$ cat config.mk
export PLATFORM = sky130hd
export DESIGN_NAME = cdpb_dly
export DESIGN_NICKNAME = d
export VERILOG_FILES = /design/src/hdl/cdpb_dly.sv
export SDC_FILE = /design/constraint.sdc
export NUM_CORES = 1
export LEC_CHECK = 0
export ABC_AREA = 1
export BUFFER_PORTS_ARGS = -buffer_cell sky130_fd_sc_hd__buf_2
export CAP_MARGIN = 10
export CORE_MARGIN = 5
export CORE_UTILIZATION = 35
export DETAILED_ROUTE_END_ITERATION = 6
export GPL_TIMING_DRIVEN = 0
export SLEW_MARGIN = 10
export SYNTH_ARGS = -nofsm -noshare
export SYNTH_HDL_FRONTEND = slang
export SYNTH_SLANG_ARGS = --single-unit
$ cat constraint.sdc
create_clock -name clk -period 1.7 [get_ports clk]
set_input_delay 0.34 -clock clk [delete_from_list [all_inputs] [get_ports clk]]
set_output_delay 0.34 -clock clk [all_outputs]
set_load 0.005 [all_outputs]
$ cat src/hdl/cdpb_dly.sv
module cdpb_dly #(
  parameter int W = 8,
  parameter int D = 4
) (
  input  logic         clk,
  input  logic         rst,
  input  logic         en,
  input  logic         vld_i,
  input  logic [W-1:0] dat_i,
  output logic         vld_o,
  output logic [W-1:0] dat_o
);
  logic [D-1:0] vld;
  logic [W-1:0] dat [0:D-1];

  always_ff @(posedge clk) begin
    if (rst) begin
      vld <= '0;
    end else if (en) begin
      vld[0] <= vld_i;
      for (int i = 1; i < D; i++) begin
        vld[i] <= vld[i-1];
      end
    end
  end

  always_ff @(posedge clk) begin
    if (en) begin
      dat[0] <= dat_i;
      for (int i = 1; i < D; i++) begin
        dat[i] <= dat[i-1];
      end
    end
  end

  assign vld_o = vld[D-1];
  assign dat_o = dat[D-1];
endmodule
==> metrics.md <==
| Metric | Value |
|---|---|
| Outcome | `finished clean` |
| Startpoint types | `flip-flop` |
| Period minus WS final | `1.157 ns` |
| Wirelength per Cell | `approximately 9.6 um` |
| Post-route ant nets | `0` |
| TritonCTS Buffers | `5` |
| Final Max Tran Viols | `0` |
| Die area | `4486 um2` |
| Peak supply drop | `616.3 uV` |
| Most frequent cells in the layout | `edfxtp_1, buf_2, nand2_1` |
| Fin. Hold Viols | `0` |
| 1st-pass router iterations | `4` |
| Largest net degree at the start of global routing | `34` |
| Finished Layout Cells | `between 100 and 150` |
| Row count | `20` |
| Total GRT Usage | `6.812%` |
| Wire length on met3 | `between 100 and 150 um` |
| Crit path kind | `flip-flop to primary output` |
| Share of layout cells above drive strength 1 | `35.29%` |
| Crit path DAT | `0.82 ns` |
| CTS Buffer Depth | `2` |
| CP peak stage delay | `roughly 0.37 ns` |
| Final design utilization | `43.46%` |
| MaxCap Viol Count | `0` |
| Ys Warns | `0` |
| Area of placed instances | `between 1000 and 1500 um2` |
| NetSw | `~290 uW` |
| Crit. End Element | `primary output` |
| Clock root cell | `clkbuf_4` |
| CP top delay family | `flip-flops` |
| Synthesis-stage register bit count | `36` |
| Gpl congestion | `0.6041` |
| # H-tree levels | `2` |
| Logic pwr share | `under 10%` |
| CTS tree | `built` |
| Vias in the first global route | `between 400 and 500` |
| P&R area growth vs syn | `17.73%` |
| Hold-fix buffers at CTS | `0` |
| DIE WIDTH | `66.98 um` |
| Most common cell after layout, fill and taps aside | `edfxtp_1` |
| Netlist Area Pre-Place | `1136 um2` |
| Grt ovf | `0` |
| Post-CTS Setup Bufs | `0` |
| Sequential Power Share | `69.7%` |
| Input/output buffers | `20` |
| Vias per cell | `between 3 and 4` |
| Worst-margin pin slew | `0.6885 ns` |
| Drt total wl | `1241 um` |
| Post-layout nets | `slightly below 100` |
| Die Span Y | `66.98 um` |
| Clk Latency, worst-skew pair | `0.32 ns` |
| Syn avg cell area | `19.59 um2` |
| Leakage power | `0.5159 nW` |
| Rel. slew slack | `54.10%` |
| Clk slew on worst S/H paths | `roughly 0.1 ns` |
| Via Count | `505` |
| Slowest-stage cell, CP | `edfxtp_1` |
| Internal Pwr Total | `1.206 mW` |
| Smallest hold slack | `0.1880 ns` |
| 1st-iter DRT viols | `10` |
| Clock Power Share | `26.3%` |
| Routed met1 length | `530 um` |
| Initial antenna violation count | `0` |
| P per Cell Area | `1118 nW/um2` |
| Min-delay worst type | `primary input to flip-flop` |
| Fmax | `864.3 MHz` |
| First-pass GRT wire length | `1959 um` |
| CP required | `1.36 ns` |
| Netlist cell types | `8` |
| Design area | `1338 um2` |
| Worst slack at placement | `0.3167 ns` |
| Final Cycle Share | `68.06%` |
| Filler cell count | `268` |
| Highest metal used | `met4` |
| Met2 routed WL | `between 500 and 600 um` |
| Antenna Cells | `0` |
| Placed cell count | `between 100 and 150` |
| Layout Skew | `roughly 0.0075 ns` |
| Core Area | `3078 um2` |
| Final Power | `around 1.5 mW` |
| Cts repair resizes | `0` |
| Post-DP HPWL | `771.2 um` |
| RSZ-0062 raised after global routing | `no` |
| Switching fraction of total power | `approximately a fifth` |
| Clock sinks | `36` |
| Post-synthesis sequential area ratio | `91.63%` |
| CP max FO | `1` |
| Syn nets | `70` |
| Post-synthesis cell count | `58` |
| Setup_tns | `0 ns` |
| Cell breakdown of the critical path | `buf_2` |
| Setup violations, final | `0` |
| Starting Density | `36.91%` |
| Crit path buffers/inverters | `1` |
| DRC viols | `0` |
| Worst setup margin | `0.5431 ns` |
| Num ports | `21` |
-- metal layers --
metal  up-vias  GRT usage (%)
met5         -              0
met3         2          5.565
met4         0          5.316
met2        22          9.282
li1        255              -
met1       226          6.623
-- final cells by class --
cell class / count / area, um2 / share of cell area [%]
tap: 44 / 55.05 / 4.116
sequential: 36 / 1041 / 77.83
clock buffer: 6 / 41.29 / 3.087
timing repair buffer: 20 / 100.1 / 7.484
multi-input combinational: 16 / 65.06 / 4.864
clock inverter: 1 / 5.005 / 0.3742
inverter: 5 / 18.77 / 1.403
buffer: 1 / 11.26 / 0.8419
-- final timing paths --
path	startpoint	to	slack, ns	cells after the start
max reg2reg	dat[2][7]	dat[3][7]	1.06	0
min	dat_i[2]	dat[0][2]	0.19	1
min reg2reg	dat[2][5]	dat[3][5]	0.43	0
max	dat[3][6]	dat_o[6]	0.54	1
-- synth_stat cells --
library cell / number / area (um2)
edfxtp_1: 32 / 960.9
nand2_1: 8 / 30.03
nor2_1: 6 / 22.52
dfxtp_1: 4 / 80.08
inv_1: 4 / 15.01
nor2_2: 2 / 12.51
buf_6: 1 / 11.26
inv_2: 1 / 3.750
-- flip-flops by register name (all words and copies together) (netlist names) --
signal	flops
vld	4
dat	32
-- cells by family after synthesis --
group	Yosys count	share of synthesized area, %
flip-flops	36	91.63
AND/OR/NAND/NOR	16	5.727
buffers and inverters	6	2.642
-- power by group through the flow --
stage | Clock (mW) | Combinational, mW | Sequential (mW)
after floorplan | 0 | 0.0188 | 1.06
after global placement | 0 | 0.0580 | 1.06
after detailed placement | 0 | 0.0611 | 1.06
after CTS | 0.411 | 0.0610 | 1.04
after global routing | 0.459 | 0.0676 | 1.05
final | 0.393 | 0.0597 | 1.04
No activity file was read; power rests on OpenSTA's default activity.
