**config.mk**
```make
export PLATFORM = sky130hd
export DESIGN_NAME = cdpb_div
export DESIGN_NICKNAME = d
export VERILOG_FILES = /design/src/hdl/cdpb_div.sv
export SDC_FILE = /design/constraint.sdc
export NUM_CORES = 1
export LEC_CHECK = 0
export BUFFER_PORTS_ARGS = -buffer_cell sky130_fd_sc_hd__buf_2
export CORE_MARGIN = 3
export CORE_UTILIZATION = 40
export CTS_CLUSTER_DIAMETER = 50
export DETAILED_ROUTE_END_ITERATION = 8
export PLACE_DENSITY = 0.57
export RECOVER_POWER = 25
export SLEW_MARGIN = 20
export SYNTH_ARGS = -nofsm -noshare
export SYNTH_HDL_FRONTEND = slang
export SYNTH_SLANG_ARGS = --single-unit
```
**constraint.sdc**
```tcl
create_clock -name clk -period 2.8 [get_ports clk]
set_clock_uncertainty 0.05 [all_clocks]
set_input_delay 0.28 -clock clk [delete_from_list [all_inputs] [get_ports clk]]
set_output_delay 0.28 -clock clk [all_outputs]
set_load 0.005 [all_outputs]
```
**src/hdl/cdpb_div.sv**
```systemverilog
module cdpb_div #(
  parameter int NW = 8,
  parameter int DW = 8
) (
  input  logic          clk,
  input  logic          en,
  input  logic [NW-1:0] num,
  input  logic [DW-1:0] den,
  output logic [NW-1:0] quo,
  output logic [DW-1:0] rem
);
  // One restoring quotient bit per stage, most significant first.
  logic [NW-1:0] num_s [1:NW];
  logic [NW-1:0] quo_s [1:NW];
  logic [DW-1:0] rem_s [1:NW];
  logic [DW-1:0] den_s [1:NW];

  for (genvar k = 0; k < NW; k++) begin : g_stage
    logic [NW-1:0] num_in;
    logic [NW-1:0] quo_in;
    logic [DW-1:0] rem_in;
    logic [DW-1:0] den_in;
    logic [DW:0]   trial;
    logic [DW:0]   diff;
    logic          ge;

    if (k == 0) begin : g_first
      assign num_in = num;
      assign quo_in = '0;
      assign rem_in = '0;
      assign den_in = den;
    end else begin : g_next
      assign num_in = num_s[k];
      assign quo_in = quo_s[k];
      assign rem_in = rem_s[k];
      assign den_in = den_s[k];
    end

    assign trial = {rem_in, num_in[NW-1]};
    assign diff  = trial - {1'b0, den_in};
    assign ge    = (trial >= {1'b0, den_in});

    always_ff @(posedge clk) begin
      if (en) begin
        num_s[k+1] <= num_in << 1;
        quo_s[k+1] <= NW'({quo_in, ge});
        rem_s[k+1] <= ge ? diff[DW-1:0] : trial[DW-1:0];
        den_s[k+1] <= den_in;
      end
    end
  end

  assign quo = quo_s[NW];
  assign rem = rem_s[NW];
endmodule

```
==> metrics <==
run status=completed; Net Count, Synth=755; full die area=24,100 um^2; Startpoint Class=register; Post-CTS Hold Buffers=14; Post-synth EDFFs=about 180; Die Span Y=155 um; commonest cells after routing, fill and taps aside=184 x edfxtp_1, 76 x inv_1, 58 x ha_1; synthesized flop and latch total=184; asr flop ratio synth=0%; Max-slew headroom=between 15 and 20%; Pwr per Cell Area=about 870 nW/um^2; hold endpoint=den_s[0][9]$_DFFE_PP_; placed cell areas=roughly 9400 um^2; yosys warns=0; Final nets=819; post-place setup slack=0.417 ns; Final Slew Violations=0; CTS max path bufs=2; Avg Cell Area, Syn=13.3 um^2; Clock Latency Late Sink=~0.42 ns; IO Count=34; final setup TNS=0 ns; Worst R2R Path Depth=6; share of layout cells above drive strength 1=13.1%; Fillers=1,878; Yosys cell types=49; CTS root buffer=clkbuf_16; first-pass GRT wire length=24,700 um; Hold Crit Depth=1; Reg power frac=43.7%; CTS Buf Count=17; cell count after synthesis=672; worst path bufs/invs=1; final worst setup slack=0.420 ns; Antenna Violating Nets Remaining=0; post-DP HPWL=around 11,000 um; fmax=420 MHz; internal power=6.21 mW; Crit Reg-Reg Startpoint=rem_s[0][61]$_DFFE_PP_; initial DRC count=316; area fraction of the dominant cell type after synthesis=62.0%; postcts setup bufs=0; total grt overflow=0; largest net degree at the start of global routing=56; Die W=155 um; Worst Setup Path Type=reg -> reg; Peak VDD IR=0.000402 V; P_leak=about 4.0 nW; TritonCTS clock tree=built; post-synthesis cell area=8920 um^2; Area growth, synth to finish=14.3%; final hold vios=0; CP max-delay cell=a221oi_4; Clock Pin Slew Worst Setup and Hold Paths=0.07 ns; Psw=2.66 mW; GRT Resource Usage Total=12.8%; Final Util=47.4%; vias in the first global route=5,257; combinational power share=28.1%; RSZ-0062 raised after global routing=no; Sw Ratio=30.0%; clock period minus final worst setup slack=2.38 ns; Worst Hold Launch=den[1]; Avg WL per Cell=14.4 um; worst-margin pin slew=1.26 ns; DR pass1 iterations=5; Core Footprint=21,500 um^2; Arrival @ worst endpoint=2.51 ns; Yosys top cell by area=edfxtp_1; Max Cap Viol=0; Antenna diodes=0; crit end category=register; total length of routed wires=14,700 um; Crit Path Max Fanout=16; Period Utilization, post-route=roughly 85%; H-tree Lvls=4; Via Count=5,207; synth top area cells=edfxtp_1 62%, ha_1 8.1%, inv_1 3.2%; endpoints failing setup=0; Power, Total=around 8.9 mW; IO buf count=33; post-CTS sizing=0; Clk pwr share=28.2%; worst hold path type=in -> reg; Starting Density=41.5%; GPL Wtd Cong=between 0.8 and 0.9; initial antenna violation count=0; R2R Setup Slk=0.42 ns; max incr delay on CP=just over 0.6 ns; crit path cell chain=ha_1, a21oi_1, o21ai_1, a221oi_4, inv_1, o22a_1; CP top delay family=compound AO/OA/AOI/OAI gates; clk sinks=184; WP data required=2.93 ns; post-synthesis sequential area ratio=62.0%; row count=53; commonest non-fill, non-tap cell in the layout=edfxtp_1; # DRC=0; Reg2Reg Capture Point=rem_s[0][71]$_DFFE_PP_; final instance area=around 10,000 um^2; Primary FF master, synth=edfxtp_1; Via density=5.08
[worst max path at each step]
| stage | cells after the start | to | start |
|---|---|---|---|
| after floorplan | 6 | rem_s[0][42]$_DFFE_PP_ | rem_s[0][34]$_DFFE_PP_ |
| after global placement | 6 | rem_s[0][71]$_DFFE_PP_ | rem_s[0][61]$_DFFE_PP_ |
| after detailed placement | 7 | rem_s[0][71]$_DFFE_PP_ | den_s[0][62]$_DFFE_PP_ |
| after CTS | 6 | rem_s[0][23]$_DFFE_PP_ | rem_s[0][9]$_SDFFCE_PP0P_ |
| after global routing | 6 | rem_s[0][71]$_DFFE_PP_ | rem_s[0][58]$_DFFE_PP_ |
| final | 6 | rem_s[0][71]$_DFFE_PP_ | rem_s[0][61]$_DFFE_PP_ |
[logic make-up after synthesis]
family	synth area share [%]
adders and majority gates	9.71
buffers and inverters	3.68
muxes	1.82
xor gates and xnor gates	2.06
DFF	62.0
and+or+nand+nor	7.97
AOI/OAI and AO/OA	12.8
[power groups by stage]
stage | Combinational (mW) | Clock (mW) | Sequential (mW)
after floorplan | 1.92 | 0 | 3.87
after global placement | 2.39 | 0 | 3.94
after detailed placement | 2.47 | 0 | 3.95
after CTS | 2.50 | 2.58 | 3.89
after global routing | 2.81 | 2.69 | 3.93
final | 2.50 | 2.50 | 3.88
[metal layers]
layer	vias to the layer above	wire length, um	GRT usage (%)
li1	2609	-	-
met1	2509	6250	14.6
met2	75	7880	23.7
met3	14	385	3.03
met4	0	223	4.25
met5	-	0	0
[cell type report]
class | instances | area, um^2 | area share, %
clock buffers | 18 | 429 | 4.21
clock inverters | 14 | 184 | 1.80
inverters | 77 | 289 | 2.84
multi-input cells | 405 | 3060 | 30.0
flip-flops and latches | 184 | 5530 | 54.2
well taps | 275 | 344 | 3.38
repair buffers | 51 | 359 | 3.52
[synth_stat cells, drive strengths merged (10+ instances only)]
library cell,number
o31ai,10
mux2,10
ha,58
o21ai,56
edfxtp,184
nor2,21
nand2b,13
o21a,13
xor2,12
inv,77
nand2,48
a21oi,38
[registers in the layout, indices dropped and copies added, names as in the netlist]
signal and cells:
rem_s 64, quo_s 36, num_s 28, den_s 56
[worst register-to-register path: cells and delay by family (launching register included)]
family                     cells  cell delay [ns]
AOI/OAI and AO/OA              4             1.20
DFF                            1             0.40
adders and majority gates      1             0.36
buffers and inverters          1             0.12
[stage by stage]
stage                     hold WS, ns  std cells
after floorplan                 0.329        672
after global placement          0.351        978
after detailed placement        0.355        978
after CTS                     0.00329       1024
after global routing           0.0817       1024
final                          0.0795       1024
Power figures use the tool's default switching activity.
