<file path="src/hdl/cdpb_pkg.sv">
package cdpb_pkg;

  localparam int CFG_IDX_W  = 2;
  localparam int CFG_DATA_W = 26;
  localparam int THR_W      = 26;
  localparam int STG_W      = 8;
  localparam int BIN_W      = 9;
  localparam int TOF_W      = 32;

  localparam int unsigned TUBE_LEN        = 300;
  localparam int unsigned COEF_GAIN_MILLI = 280084;
  localparam int unsigned COEF_OFFS_MILLI = 153283;
  localparam int unsigned RATIO_LIMIT     = 4;

  typedef enum logic [CFG_IDX_W-1:0] {
    CFG_THRESHOLD   = 2'd0,
    CFG_STAGE_COUNT = 2'd1,
    CFG_BIN_COUNT   = 2'd2
  } cfg_idx_t;

  typedef struct packed {
    logic [THR_W-1:0] threshold;
    logic [STG_W-1:0] stage_count;
    logic [BIN_W-1:0] bin_count;
  } cfg_t;

endpackage

</file>
<file path="src/hdl/cdpb_cfg.sv">
module cdpb_cfg
  import cdpb_pkg::*;
(
  input  logic                  clk,
  input  logic                  rst,
  input  logic                  cfg_wr_en,
  input  logic [CFG_IDX_W-1:0]  cfg_index,
  input  logic [CFG_DATA_W-1:0] cfg_data,
  output cfg_t                  cfg
);
  logic [THR_W-1:0] threshold;
  logic [STG_W-1:0] stage_count;
  logic [BIN_W-1:0] bin_count;

  always_ff @(posedge clk) begin
    if (rst) begin
      threshold   <= THR_W'(1);
      stage_count <= STG_W'(1);
      bin_count   <= BIN_W'(TUBE_LEN);
    end else if (cfg_wr_en) begin
      unique case (cfg_idx_t'(cfg_index))
        CFG_THRESHOLD:   threshold   <= cfg_data[THR_W-1:0];
        CFG_STAGE_COUNT: stage_count <= cfg_data[STG_W-1:0];
        CFG_BIN_COUNT:   bin_count   <= cfg_data[BIN_W-1:0];
        default: ;
      endcase
    end
  end

  // Zero divisors act as one; more bins than tube units act as one bin per unit.
  always_comb begin
    cfg.threshold   = threshold;
    cfg.stage_count = (stage_count == '0) ? STG_W'(1) : stage_count;
    if (bin_count == '0) begin
      cfg.bin_count = BIN_W'(1);
    end else if (bin_count > BIN_W'(TUBE_LEN)) begin
      cfg.bin_count = BIN_W'(TUBE_LEN);
    end else begin
      cfg.bin_count = bin_count;
    end
  end
endmodule

</file>
<file path="config.mk">
export PLATFORM = sky130hd
export DESIGN_NAME = cdpb_cfg
export DESIGN_NICKNAME = d
export VERILOG_FILES = /design/src/hdl/cdpb_pkg.sv /design/src/hdl/cdpb_cfg.sv
export SDC_FILE = /design/constraint.sdc
export NUM_CORES = 1
export LEC_CHECK = 0
export BUFFER_PORTS_ARGS = -buffer_cell sky130_fd_sc_hd__buf_2
export CORE_ASPECT_RATIO = 1.4
export CORE_UTILIZATION = 45
export CTS_BUF_LIST = sky130_fd_sc_hd__clkbuf_8
export DETAILED_ROUTE_END_ITERATION = 8
export PLACE_DENSITY = 0.87
export SETUP_SLACK_MARGIN = 0.3
export SYNTH_ARGS = -nofsm -noshare
export SYNTH_HDL_FRONTEND = slang
export SYNTH_SLANG_ARGS = --single-unit
</file>
<file path="constraint.sdc">
create_clock -name clk -period 1.7 [get_ports clk]
set_clock_uncertainty 0.2 [all_clocks]
set_input_delay 0 -clock clk [delete_from_list [all_inputs] [get_ports clk]]
set_output_delay 0 -clock clk [all_outputs]
set_load 0.05 [all_outputs]
</file>
==> results.md <==
- Syn Nets: 238
- Initial Utilization: 46.63%
- CTS tree: built
- Critical Path Source: bin_count[0]$_SDFFE_PP0P_
- Logic depth of the worst register-to-register path: 3
- Worst Hold Endpoint: threshold[13]$_SDFFE_PP0P_
- Number of antenna violations at the first check in global routing: 0
- Instance count of the mapped netlist: 207
- Most common cell after layout, fill and taps aside: sky130_fd_sc_hd__nand2_1
- First-pass GRT wire length: 6603 um
- Commonest cells after routing, fill and taps aside: sky130_fd_sc_hd__nand2_1 (69), sky130_fd_sc_hd__buf_2 (66), sky130_fd_sc_hd__dfxtp_1 (35)
- Total via count in the routed design: between 1,500 and 2,000
- Power density cells: 873.1 nW/um^2
- Iteration count of the initial detailed-routing pass: 4
- Setup ws final: -0.1272 ns
- Root buffer cell: sky130_fd_sc_hd__clkbuf_8
- Most common flop cell mapped by yosys: sky130_fd_sc_hd__dfxtp_1
- Total wire length: 4344 um
- Failing checks: negative setup slack
- Sequential fraction of the synthesis area: 50.66%
- Destination of the worst register-to-register timing path: stage_count[6]$_SDFFE_PP0P_
- TritonCTS sink count: between 40 and 50
- Global-route usage over all layers: approximately 22%
- Startpoint of the most critical hold path: cfg_index[0]
- Clock share of power: 34.0%
- Internal portion of total power: 1.612 mW
- Combinational share of power: 17.0%
- Worst-path maximum fanout: 3
- Yosys cell types: 27
- Total net switching power: 573.5 uW
- Hold Path Class: input pin to register
- Transition time of the tightest slew-check pin: 0.4241 ns
- Layout overhead on the synthesized area: 47.35%
- Die Span X: 53.93 um
- Post-DP HPWL: 2731 um
- Critical path start-end classification: register to output port
- Static leakage power: 1.170 nW
- Setup crit end kind: output port
- Highest clock rate: 0.5473 GHz
- Congestion Overflow GR: 0
- Largest net degree at the start of global routing: between 40 and 50
- Fraction of final layout cells with drive strength greater than 1: 34.11%
- Routability Congestion: roughly 0.7
- Startpoint of the worst-slack reg-to-reg timing path: stage_count[6]$_SDFFE_PP0P_
- Floorplan die area: between 4000 and 5000 um^2
- Final number of max-transition violations: 0
- Total count of hold-check failures in the final report: 0
- Share of flip-flops with an asynchronous set or reset after synthesis: 0%
- Via count of the first global-routing pass: 1,584
- Final layout net count: 330
- Avg Synthesized Cell Area: 8.208 um^2
- Register-to-Register Setup Slack: 0.71 ns
- Number of buffers inserted during clock tree synthesis: 5
- Net switching fraction of the power: a little over a quarter
- Sequential share of power: 49.0%
- Number of synthesized flops with an enable pin: 0
- RSZ-0062 raised after global routing: true
- Max cap viols: 0
- FILL cells: 296
- Final-layout setup total negative slack: -0.1272 ns
- Die extent in y: roughly 75 um
- Pre-CTS setup slack: 0.1045 ns
- Slew headroom: 71.73%
- Top-level port count: 74
- Final period utilization: 107.5%
- DRC violations left: 0
- Average detailed-routed wire length per instance: 12.74 um
- Worst Setup Start Kind: register
- Starting DRC count in detailed routing: 26
- Number of cells on the worst hold path: 5
- Summed instance area of the synthesized netlist: 1699 um^2
- Final Setup Violations: 1
- Outcome: finished, violations left
- Residual antenna-violating net count after detailed routing: 0
- Period minus WS final: 1.827 ns
- VDD IR max: 0.6716 mV
- Synth area leaders: sky130_fd_sc_hd__dfxtp_1 (51%), sky130_fd_sc_hd__nand2_1 (15%), sky130_fd_sc_hd__a21oi_1 (8.8%)
- Core area: 3643 um^2
- Flops & latches, synth: 43
- Clock latency on the worst-skew pair: 0.29 ns
- Critical Path RT: roughly 1.5 ns
- Cell area after placement: 2044 um^2
- Buffer levels on the longest clock path: 2
- Fraction of post-synthesis cell area in the top cell type by area: around half
- Critical Path AT: around 1.6 ns
- Count of buffers from port buffering: 73
- # H-tree levels: 2
- Ant diodes: 0
- Cell area after layout: approximately 2500 um^2
- Vias per std cell: just under 5
- Yosys warnings: 0
- Placement Rows: 26
- Clock input transition at the sequential cells of the worst setup and hold paths: 0.08 ns
- Total chip power: 2.186 mW
- Post-synth top area cell: sky130_fd_sc_hd__dfxtp_1
## worst max-delay path: stages (launching register included)
cell and delay [ns]:
sky130_fd_sc_hd__dfxtp_2 0.33, sky130_fd_sc_hd__or4_4 0.53, sky130_fd_sc_hd__nor3_2 0.19, sky130_fd_sc_hd__a31o_2 0.15, sky130_fd_sc_hd__buf_8 0.14
## stage by stage
step | instances | util (%) | hold WS, ns
CTS | 340 | 67.89 | 0.02193
detailed placement | 307 | 56.11 | 0.04252
finish | 341 | 68.72 | 0.02772
floorplan | 207 | - | -0.07889
global placement | 307 | 56.11 | 0.03716
global route | 341 | 68.72 | 0.05208
## power groups by stage
stage               combinational [mW]  sequential (mW)  clock (mW)
floorplan                        0.152             1.16           0
global route                     0.399             1.08       0.802
detailed placement               0.310             1.09           0
CTS                              0.365             1.07       0.765
finish                           0.372             1.07       0.743
global placement                 0.306             1.09           0
## area by class of cell
| cell class | count | area (um^2) | share of cell area [%] |
|---|---|---|---|
| Multi-Input combinational cell | 143 | 759.5 | 30.33 |
| Timing Repair Buffer | 105 | 714.4 | 28.54 |
| Tap cell | 42 | 52.55 | 2.099 |
| Clock inverter | 2 | 33.78 | 1.349 |
| Sequential cell | 43 | 870.8 | 34.78 |
| Inverter | 1 | 3.754 | 0.1499 |
| Clock buffer | 5 | 68.82 | 2.749 |
## cells in the mapped netlist, drive strengths merged, types with 2 or more instances
cell type	instances
a21o	2
a21oi	30
and3	2
buf	8
clkbuf	12
dfxtp	43
mux2i	7
nand2	70
nand3b	9
nor2	8
nor2b	2
nor3	2
or4	2
## repair_timing
action / in CTS / in global routing
resized for setup: 22 / 8
setup buffers: 0 / 1
endpoints found under the setup margin: 7 / 7
pin swaps: 2 / 5
endpoints found under the hold margin: 43 / 0
hold buffers: 26 / 0
## how the worst max path moves through the flow
stage | to | slack (ns)
after floorplan | cfg[0] | 0.24
after global placement | cfg[0] | 0.14
after detailed placement | cfg[0] | 0.10
after CTS | cfg[0] | -0.09
after global routing | cfg[0] | -0.19
final | cfg[0] | -0.13
## kinds of logic after synthesis
kind of cell | after synthesis | synth area share (%)
multiplexers | 7 | 4.124
buffers and inverters | 21 | 6.700
AND/OR/NAND/NOR | 101 | 27.47
flip-flops | 43 | 50.66
AO/OA/AOI/OAI | 35 | 11.05
## sequential cells by signal, summed over array words and instances, names as in the netlist
register,cells
threshold,26
bin_count,9
stage_count,8
## layer usage
layer / track usage, % / up-vias / share of wire, %
li1: - / 851 / -
met1: 24.81 / 767 / 40
met2: 39.64 / 44 / 55
met3: 4.040 / 7 / 3.2
met4: 11.70 / 0 / 1.9
met5: 0 / - / 0
(Power assumes the default switching activity.)
